--- src/sv/pll_pkg.sv ---
// Package for the positional list: sizes, codes and request/response types.
`default_nettype none

package pll_pkg;

  localparam int CAPACITY = 32;
  localparam int DATA_W   = 32;
  localparam int IDX_W    = $clog2(CAPACITY);
  localparam int CNT_W    = $clog2(CAPACITY + 1);

  typedef enum logic [1:0] {
    KIND_TRAVERSE = 2'd0,
    KIND_INSERT   = 2'd1,
    KIND_DELETE   = 2'd2
  } kind_t;

  typedef enum logic [1:0] {
    STAT_OK     = 2'd0,
    STAT_BADPOS = 2'd1,
    STAT_FULL   = 2'd2,
    STAT_EMPTY  = 2'd3
  } status_t;

  typedef struct packed {
    logic [1:0]               kind;
    logic [5:0]               position;
    logic signed [DATA_W-1:0] new_value;
  } req_t;

  typedef struct packed {
    logic [1:0]               status;
    logic signed [DATA_W-1:0] element_value;
    logic [4:0]               element_index;
    logic                     last;
  } rsp_t;

endpackage

`default_nettype wire

--- src/sv/pll_ram.sv ---
// Generic simple dual-port RAM with registered read data.
`default_nettype none

module pll_ram #(
  parameter int WIDTH = 32,
  parameter int DEPTH = 32
) (
  input  wire logic                     clk,
  input  wire logic                     we,
  input  wire logic [$clog2(DEPTH)-1:0] waddr,
  input  wire logic [WIDTH-1:0]         wdata,
  input  wire logic                     re,
  input  wire logic [$clog2(DEPTH)-1:0] raddr,
  output logic      [WIDTH-1:0]         rdata
);

  logic [WIDTH-1:0] mem [DEPTH];

  always_ff @(posedge clk) begin
    if (we) begin
      mem[waddr] <= wdata;
    end
  end

  // read data holds while re is low
  always_ff @(posedge clk) begin
    if (re) begin
      rdata <= mem[raddr];
    end
  end

endmodule

`default_nettype wire

--- src/sv/positional_list_insert_delete.sv ---
// Positional list: top level with sequencer, list memory and response register.
`default_nettype none

// Ordered list of up to CAPACITY signed 32-bit values held in one simple
// dual-port RAM (one write port, one registered read port). A request is
// taken only while the sequencer is idle and the response register can take
// a new response. Insert and delete post their single status response at
// once and then move the later entries one slot at a time through the RAM:
// an insert at position p into a list of n entries shifts entries p to n-1
// up by one, top entry first, then writes the new value at p; a delete
// shifts entries p+1 to n-1 down by one, bottom entry first. Moving one
// entry per cycle is set by the single RAM read port. A traverse streams
// one entry per cycle out of the RAM while the response side does not
// stall; an empty list gives one empty status response. Error responses
// (bad position, full) and the empty traverse leave the sequencer idle.
// Request kind 3 is dropped without a response. No clearing pass after
// reset: only entries below the count are ever read.
module positional_list_insert_delete
  import pll_pkg::*;
(
  input  wire logic clk,
  input  wire logic rst,
  input  wire req_t req,
  input  wire logic req_valid,
  output logic      req_stall,
  output rsp_t      rsp,
  output logic      rsp_valid,
  input  wire logic rsp_stall
);

  typedef enum logic [2:0] {
    ST_IDLE  = 3'b001,
    ST_SHIFT = 3'b010,
    ST_TRAV  = 3'b100
  } state_t;

  state_t state, state_next;

  logic [CNT_W-1:0]  count, count_next;       // valid entries
  logic [IDX_W-1:0]  cursor, cursor_next;     // traverse emit index
  logic [IDX_W-1:0]  rd_ptr, rd_ptr_next;
  logic [IDX_W-1:0]  wr_ptr, wr_ptr_next;
  logic [CNT_W-1:0]  rd_left, rd_left_next;   // RAM reads still to issue
  logic              pend, pend_next;         // RAM read data is live
  logic              is_ins, is_ins_next;
  logic [IDX_W-1:0]  ins_pos, ins_pos_next;
  logic [DATA_W-1:0] ins_val, ins_val_next;
  logic              rsp_valid_next;

  logic              load;
  rsp_t              load_data;

  logic              ram_we;
  logic [IDX_W-1:0]  ram_waddr;
  logic [DATA_W-1:0] ram_wdata;
  logic              ram_re;
  logic [IDX_W-1:0]  ram_raddr;
  logic [DATA_W-1:0] ram_rdata;

  logic              slot_free;
  logic              accept;
  logic [31:0]       pos_ext;
  logic [31:0]       cnt_ext;
  logic              trav_last;

  pll_ram #(
    .WIDTH(DATA_W),
    .DEPTH(CAPACITY)
  ) u_ram (
    .clk  (clk),
    .we   (ram_we),
    .waddr(ram_waddr),
    .wdata(ram_wdata),
    .re   (ram_re),
    .raddr(ram_raddr),
    .rdata(ram_rdata)
  );

  // response register frees up this cycle if empty or being taken
  assign slot_free = !rsp_valid || !rsp_stall;
  assign req_stall = !((state == ST_IDLE) && slot_free);
  assign accept    = req_valid && !req_stall;
  assign pos_ext   = 32'(req.position);
  assign cnt_ext   = 32'(count);
  assign trav_last = ((32'(cursor) + 32'd1) == cnt_ext);

  always_comb begin
    state_next     = state;
    count_next     = count;
    cursor_next    = cursor;
    rd_ptr_next    = rd_ptr;
    wr_ptr_next    = wr_ptr;
    rd_left_next   = rd_left;
    pend_next      = pend;
    is_ins_next    = is_ins;
    ins_pos_next   = ins_pos;
    ins_val_next   = ins_val;
    rsp_valid_next = rsp_valid && rsp_stall;
    load           = 1'b0;
    load_data      = '0;
    ram_we         = 1'b0;
    ram_waddr      = wr_ptr;
    ram_wdata      = ram_rdata;
    ram_re         = 1'b0;
    ram_raddr      = rd_ptr;

    unique case (state)
      ST_IDLE: begin
        if (accept) begin
          unique case (req.kind)
            KIND_TRAVERSE: begin
              if (count == '0) begin
                load             = 1'b1;
                load_data.status = STAT_EMPTY;
                load_data.last   = 1'b1;
              end else begin
                state_next   = ST_TRAV;
                rd_ptr_next  = '0;
                rd_left_next = count;
                pend_next    = 1'b0;
                cursor_next  = '0;
              end
            end
            KIND_INSERT: begin
              load           = 1'b1;
              load_data.last = 1'b1;
              if (pos_ext > cnt_ext) begin
                load_data.status = STAT_BADPOS;
              end else if (cnt_ext >= 32'(CAPACITY)) begin
                load_data.status = STAT_FULL;
              end else begin
                // shift [pos, n-1] up by one, top entry first
                load_data.status = STAT_OK;
                count_next       = CNT_W'(cnt_ext + 32'd1);
                state_next       = ST_SHIFT;
                is_ins_next      = 1'b1;
                rd_ptr_next      = IDX_W'(cnt_ext - 32'd1);
                wr_ptr_next      = IDX_W'(cnt_ext);
                rd_left_next     = CNT_W'(cnt_ext - pos_ext);
                ins_pos_next     = IDX_W'(req.position);
                ins_val_next     = req.new_value;
                pend_next        = 1'b0;
              end
            end
            KIND_DELETE: begin
              load           = 1'b1;
              load_data.last = 1'b1;
              if (pos_ext >= cnt_ext) begin
                load_data.status = STAT_BADPOS;
              end else begin
                // shift [pos+1, n-1] down by one, bottom entry first
                load_data.status = STAT_OK;
                count_next       = CNT_W'(cnt_ext - 32'd1);
                state_next       = ST_SHIFT;
                is_ins_next      = 1'b0;
                rd_ptr_next      = IDX_W'(pos_ext + 32'd1);
                wr_ptr_next      = IDX_W'(pos_ext);
                rd_left_next     = CNT_W'(cnt_ext - pos_ext - 32'd1);
                pend_next        = 1'b0;
              end
            end
            default: begin
            end
          endcase
        end
      end

      ST_SHIFT: begin
        // write side trails the read side by two slots, so they never meet
        if (pend) begin
          ram_we      = 1'b1;
          ram_waddr   = wr_ptr;
          ram_wdata   = ram_rdata;
          wr_ptr_next = is_ins ? wr_ptr - 1'b1 : wr_ptr + 1'b1;
        end
        if (rd_left != '0) begin
          ram_re       = 1'b1;
          ram_raddr    = rd_ptr;
          rd_ptr_next  = is_ins ? rd_ptr - 1'b1 : rd_ptr + 1'b1;
          rd_left_next = rd_left - 1'b1;
          pend_next    = 1'b1;
        end else begin
          pend_next = 1'b0;
        end
        if (!pend && (rd_left == '0)) begin
          if (is_ins) begin
            ram_we    = 1'b1;
            ram_waddr = ins_pos;
            ram_wdata = ins_val;
          end
          state_next = ST_IDLE;
        end
      end

      ST_TRAV: begin
        if (pend && slot_free) begin
          load                    = 1'b1;
          load_data.status        = STAT_OK;
          load_data.element_value = ram_rdata;
          load_data.element_index = 5'(cursor);
          load_data.last          = trav_last;
          if (trav_last) begin
            cursor_next = '0;
            state_next  = ST_IDLE;
          end else begin
            cursor_next = cursor + 1'b1;
          end
        end
        // next read only once the held read data has a place to go
        if ((rd_left != '0) && (!pend || slot_free)) begin
          ram_re       = 1'b1;
          ram_raddr    = rd_ptr;
          rd_ptr_next  = rd_ptr + 1'b1;
          rd_left_next = rd_left - 1'b1;
          pend_next    = 1'b1;
        end else begin
          pend_next = pend && !slot_free;
        end
      end

      default: begin
        state_next = ST_IDLE;
      end
    endcase

    if (load) begin
      rsp_valid_next = 1'b1;
    end
  end

  always_ff @(posedge clk) begin
    if (rst) begin
      state     <= ST_IDLE;
      count     <= '0;
      cursor    <= '0;
      rd_left   <= '0;
      pend      <= 1'b0;
      rsp_valid <= 1'b0;
    end else begin
      state     <= state_next;
      count     <= count_next;
      cursor    <= cursor_next;
      rd_left   <= rd_left_next;
      pend      <= pend_next;
      rsp_valid <= rsp_valid_next;
    end
  end

  always_ff @(posedge clk) begin
    rd_ptr  <= rd_ptr_next;
    wr_ptr  <= wr_ptr_next;
    is_ins  <= is_ins_next;
    ins_pos <= ins_pos_next;
    ins_val <= ins_val_next;
    if (load) begin
      rsp <= load_data;
    end
  end

`ifndef SYNTH
  // a shift never writes the slot it reads in the same cycle
  a_no_rw_overlap: assert property (@(posedge clk) disable iff (rst)
    (ram_we && ram_re) |-> (ram_waddr != ram_raddr))
    else $error("RAM read and write hit the same entry");

  // the last traverse response returns the sequencer to idle, cursor cleared
  a_trav_end: assert property (@(posedge clk) disable iff (rst)
    (state == ST_TRAV && load && trav_last) |=> (state == ST_IDLE && cursor == '0))
    else $error("traverse did not finish cleanly");

  // the count moves only right after an accepted request
  a_count_moves: assert property (@(posedge clk) disable iff (rst)
    (count != $past(count)) |-> $past(accept))
    else $error("entry count changed without a request");

  // count stays within capacity
  a_count_range: assert property (@(posedge clk) disable iff (rst)
    accept |=> (32'(count) <= 32'(CAPACITY)))
    else $error("entry count above capacity");
`endif

endmodule

`default_nettype wire
--- config.mk ---
export PLATFORM = sky130hd
export DESIGN_NAME = positional_list_insert_delete
export DESIGN_NICKNAME = d
export VERILOG_FILES = /design/src/sv/pll_pkg.sv /design/src/sv/pll_ram.sv /design/src/sv/positional_list_insert_delete.sv
export SDC_FILE = /design/constraint.sdc
export NUM_CORES = 1
export LEC_CHECK = 0
export BUFFER_PORTS_ARGS = -buffer_cell sky130_fd_sc_hd__buf_4
export CAP_MARGIN = 20
export CORE_MARGIN = 2
export CORE_UTILIZATION = 50
export DETAILED_ROUTE_END_ITERATION = 10
export PLACE_DENSITY = 0.66
export SLEW_MARGIN = 20
export SYNTH_ARGS = -nofsm -noshare
export SYNTH_HDL_FRONTEND = slang
export SYNTH_SLANG_ARGS = --single-unit
--- constraint.sdc ---
create_clock -name clk -period 19.9 [get_ports clk]
set_input_delay 3.98 -clock clk [delete_from_list [all_inputs] [get_ports clk]]
set_output_delay 3.98 -clock clk [all_outputs]
set_load 0.05 [all_outputs]
Word-level counts from Yosys, hierarchy flattened --
Memories as Yosys holds them, arrays and structs flattened. A register that Yosys moved wholly into a read port is not among the register bits. Index checks and enable logic that the tools add are counted.
Word-level totals: flip-flop bits (word level) 110, memory bits (writable) 1024, input port bits 44, memories kept 1
Operators by class: add/subtract/negate cells 12, $lt $le $gt $ge 3, eq/ne operators 24, muxes and demuxes 87, bitwise logic cells 2, reduce and logical (&&, ||, !) cells 31
Memory list:
- u_ram.mem | words 32, width 32, read ports 1, clocked after Yosys merged registers in 1, wr ports 1, line pll_ram.sv:17 | logic [WIDTH-1:0] mem [DEPTH];
Operator list (count):
- 5-bit 2-to-1 mux | 21
- 32-bit 2-to-1 mux | 3
- 6-bit 2-to-1 mux | 10
- 6-bit case mux with 3 select lines | 2
- 5-bit case mux with 2 select lines | 3
- 5-bit case mux with 3 select lines | 2
- 3-bit 2-to-1 mux | 8
- 1-bit 2-to-1 mux | 22
- 2-bit inequality test, second input constant | 11
- 5-bit by 1-bit adder with 5-bit output, second input constant | 4
- 3-bit case mux with 3 select lines | 2
- 9-bit AND reduction | 2
- 7-bit AND reduction | 2
- 6-bit zero test | 2
- 3-bit inequality test, second input constant | 4
- 6-bit case mux with 2 select lines | 1
- 6-bit by 1-bit subtractor with 6-bit output, second input constant | 2
- 1-bit case mux with 2 select lines | 5
- 5-bit AND reduction | 2
- 5-bit by 1-bit subtractor with 5-bit output, second input constant | 2
- 2-bit 2-to-1 mux | 4
- 1-bit logical AND | 7
- 5-bit by 1-bit adder with 6-bit output, second input constant | 1
- 6-bit by 1-bit adder with 6-bit output, second input constant | 1
- 27 further kinds | 36

Longest topological paths before layout --
depth in word-level cells 7, gate-level depth with buffers 11

Modules after synthesis --
Synthesis repeated with hierarchy kept, for this count alone.
Second synthesis, totals: cells, all modules 2797, area, all modules 46782.4 um^2
Modules (own cells, without submodules):
- pll_ram | instances 1, cells an instance 2260, area an instance 40812.9 um^2
- positional_list_insert_delete | instances 1, cells an instance 537, area an instance 5969.5 um^2

Least setup slack after synthesis --
No wires, ideal clock.
path kind in2reg, from in req[32] in the netlist's numbering, to reg ins_pos[0] (enable), setup time 0.524 ns, arrival time 8.710 ns, setup slack 10.667 ns, stages on the path 7, path buffers 0, path through ha_1 > fa_1 > nand2b_1 > a21boi_0 > o21a_1 > nor2_1 > nor4_1
On the way: longest elaborated chain between the ends 3
RTL lines:
- start: declaration | line positional_list_insert_delete.sv:23 | input wire req_t req,
- 6-bit > comparator | line positional_list_insert_delete.sv:127 | if (pos_ext > cnt_ext) begin
- 1-bit inverter (no source line)
- 5-bit AND reduction (no source line)
- end signal: assignment | line positional_list_insert_delete.sv:253 | ins_pos <= ins_pos_next;
- end: declaration | line positional_list_insert_delete.sv:46 | logic [IDX_W-1:0] ins_pos, ins_pos_next;
Every way passes these cells. A chain may end at the register's enable or synchronous reset.

Worst setup path after layout --
from in rsp_stall, to out req_stall
On the way: longest elaborated chain between the ends 4
RTL lines:
- start: declaration | line positional_list_insert_delete.sv:28 | input wire logic rsp_stall
- 1-bit zero test | line positional_list_insert_delete.sv:80 | assign slot_free = !rsp_valid || !rsp_stall;
- 1-bit logical OR | line positional_list_insert_delete.sv:80
- 1-bit logical AND | line positional_list_insert_delete.sv:81 | assign req_stall = !((state == ST_IDLE) && slot_free);
- 1-bit zero test | line positional_list_insert_delete.sv:81
- end: declaration | line positional_list_insert_delete.sv:25 | output logic req_stall,
Every way passes these cells.

==> impl_metrics.yaml <==
floorplan:
  io_pins: 86
  die_w_microns: 309
  coreArea_sq_mm: 0.0918
  die_h_microns: 309
  initial_core_util: 0.506
  row_count: 111
  die_area_sq_mm: 0.0953
sta:
  max_freq_ghz: 0.116
  period_share: 0.433
  setup_violations: 0
  hold_viol: 0
  slew_headroom: 0.284
  fin_crit_ps: 8620
  slew_viol_final: 0
  tns_ps: 0
  rsz0062_at_grt: "no"
  clock-skew-final_ps: 38.2
  worst_pin_slew_ps: 1070
clock_network:
  cts-hold-fix-buffers: 0
  insertion_delay_ps: 690
  cts_max_level: 3
  clk_pin_slew_ps: 60
  numCtsBuffers: 112
  cts.path.max_buffers: 3
  cts_tree: "done"
  cts_resized: 0
  post-cts-setup-buffers: 0
  cts.sinks: 1166
  cts_root_buf: "clkbuf_16"
synthesis:
  synth_common_cells: "edfxtp_1, mux2i_1, mux4_2, nand2_1, o221ai_1"
  yosysSeqAreaShare: 0.749
  netlist_instances: 2476
  yosysWarnings: 0
  synth-main-ff-cell: "edfxtp_1"
  ys_ff_latch: 1166
  syn-mean-instance-area_sq_um: 18.7
  yosysMostFrequentCell: "edfxtp_1"
  synth_edf_count: 1144
  yosysUniqueCellTypes: 79
  synthTopCellsByArea: "edfxtp_1, mux4_2, mux2i_1, o221ai_1, mux2_2"
  synth_top_area_share: 0.740
  synth_nets: 2544
  synth_area_leader_cell: "edfxtp_1"
  synth_area_sq_mm: 0.0464
  async_flop_share: 0
worst_setup_path:
  endpoint_kind: "output pin"
  critPathMaxFanout: 8
  critPathLaunchType: "input pin"
  critPathRequiredTime_ps: 15920
  crit_path_top_delay_cell: "buf_4"
  path_cells: "buf_4 -> nand2_1 -> nand2_1 -> buf_4"
  critPathMaxStageDelay_ps: 220
  arrival_ps: 4640
  critPathBufInv: 2
  crit_type: "input pin to output pin"
  path_delay_family: "buffers and inverters"
routing:
  drc: 0
  dr.pass1.iters: 7
  antenna_left: 0
  viasPerCell: 6.22
  wire_per_inst_microns: 29.1
  initialDrtViolationCount: 2954
  totalWireLength_microns: 114000
  num_vias: 24500
global_routing:
  antenna_found_initial: 1
  grt-ovfl-total: 0
  grt_pass1_wl_microns: 166000
  grt_pass1_vias: 24500
  grt.total_usage: 0.242
  grt_max_degree: 125
layout:
  nNetsFinal: 2662
  multi_input_area_sq_mm: 0.0112
  area_growth_syn_to_layout_pct: 12.8
  layout-drive-gt1-share: 0.217
  regArea_sq_mm: 0.0348
  fillers: 6785
  final_util: 0.570
outcome:
  status: "finished, final reports clean"
hold_path:
  holdCritPathClass: "register to register"
placement:
  hpwl_microns: 59300
  gp_congestion: 0.831
  numPortBuffers: 85
power_and_ir_drop:
  vdd_drop_max_mv: 0.0864
  powerDensity_mw_per_mm2: 96.2
  leakagePower_nw: 17.1
run:
  maxCapViolCount: 0
-- layout by cell type, fill, tap and decap left out, types with 34 or more instances in the layout --
cell	instances
a21oi_1	77
and2_1	39
buf_4	139
clkbuf_16	112
edfxtp_1	1144
mux2_2	58
mux2i_1	198
mux4_2	160
nand2_1	113
nor2_4	34
o21ai_0	56
o221ai_1	99
o22ai_1	60
-- layout make-up --
type,count,area share
inverter,28,0.00203
multi-input combinational,1146,0.214
clock inverter,82,0.0154
timing repair buffer,140,0.0203
tap,1243,0.0297
antenna,1,0.0000478
clock buffer,127,0.0546
sequential,1166,0.664
-- metal layers --
metal | wire length (microns) | global-route usage | up-vias
li1 | - | - | 10400
met3 | 9060 | 0.0343 | 213
met5 | 0 | 0 | -
met2 | 54100 | 0.384 | 1129
met4 | 3690 | 0.0791 | 0
met1 | 47500 | 0.348 | 12800
-- worst paths after layout --
kind	startpoint	end	slack, ps	cells after the start
max reg2reg	is_ins	u_ram.mem[3][29]	14820	7
min reg2reg	cursor[1]	cursor[1]	520	2
max	rsp_stall	req_stall	11280	4
min	cursor[1]	cursor[1]	520	2
-- kinds of logic after synthesis --
kind of cell             count (synthesis)  share of synthesized area
adder cells (fa/ha/maj)                 24                    0.00679
AO/OA/AOI/OAI                          366                     0.0548
flip-flops                            1166                      0.749
multiplexers                           417                      0.135
XOR/XNOR                                20                    0.00377
AND/OR/NAND/NOR                        319                     0.0346
buffers and inverters                  164                     0.0157
-- registers in the layout, indices dropped and copies added, names as in the netlist --
signal	flops
u_ram.mem	1024
rsp	40
ins_val	32
u_ram.rdata	32
count	6
rd_left	6
cursor	5
ins_pos	5
rd_ptr	5
wr_ptr	5
state	3
is_ins	1
pend	1
rsp_valid	1
-- power breakdown --
part	switching, mW	internal (mW)	total, mW
Clock	0.904	1.21	2.12
Combinational	0.151	0.0979	0.249
Sequential	0.00549	2.67	2.67
-- worst min-delay path, stage by stage (launching register included) --
cell and delay [ps]:
dfxtp_1 350, nand2_1 70, a21oi_1 50
-- metrics by stage --
| step | setup WS, ps | instance area (sq um) | hold WS, ps | instances | power, mW |
|---|---|---|---|---|---|
| finish | 11280 | 52400 | 517 | 3933 | 5.04 |
| global route | 11260 | 52400 | 539 | 3932 | 5.18 |
| CTS | 11280 | 52400 | 522 | 3932 | 5.07 |
| detailed placement | 11280 | 48700 | 513 | 3723 | 2.97 |
| global placement | 11320 | 48700 | 504 | 3723 | 2.97 |
| floorplan | 10670 | 46400 | 470 | 2476 | 2.90 |
Power figures use the tool's default switching activity.
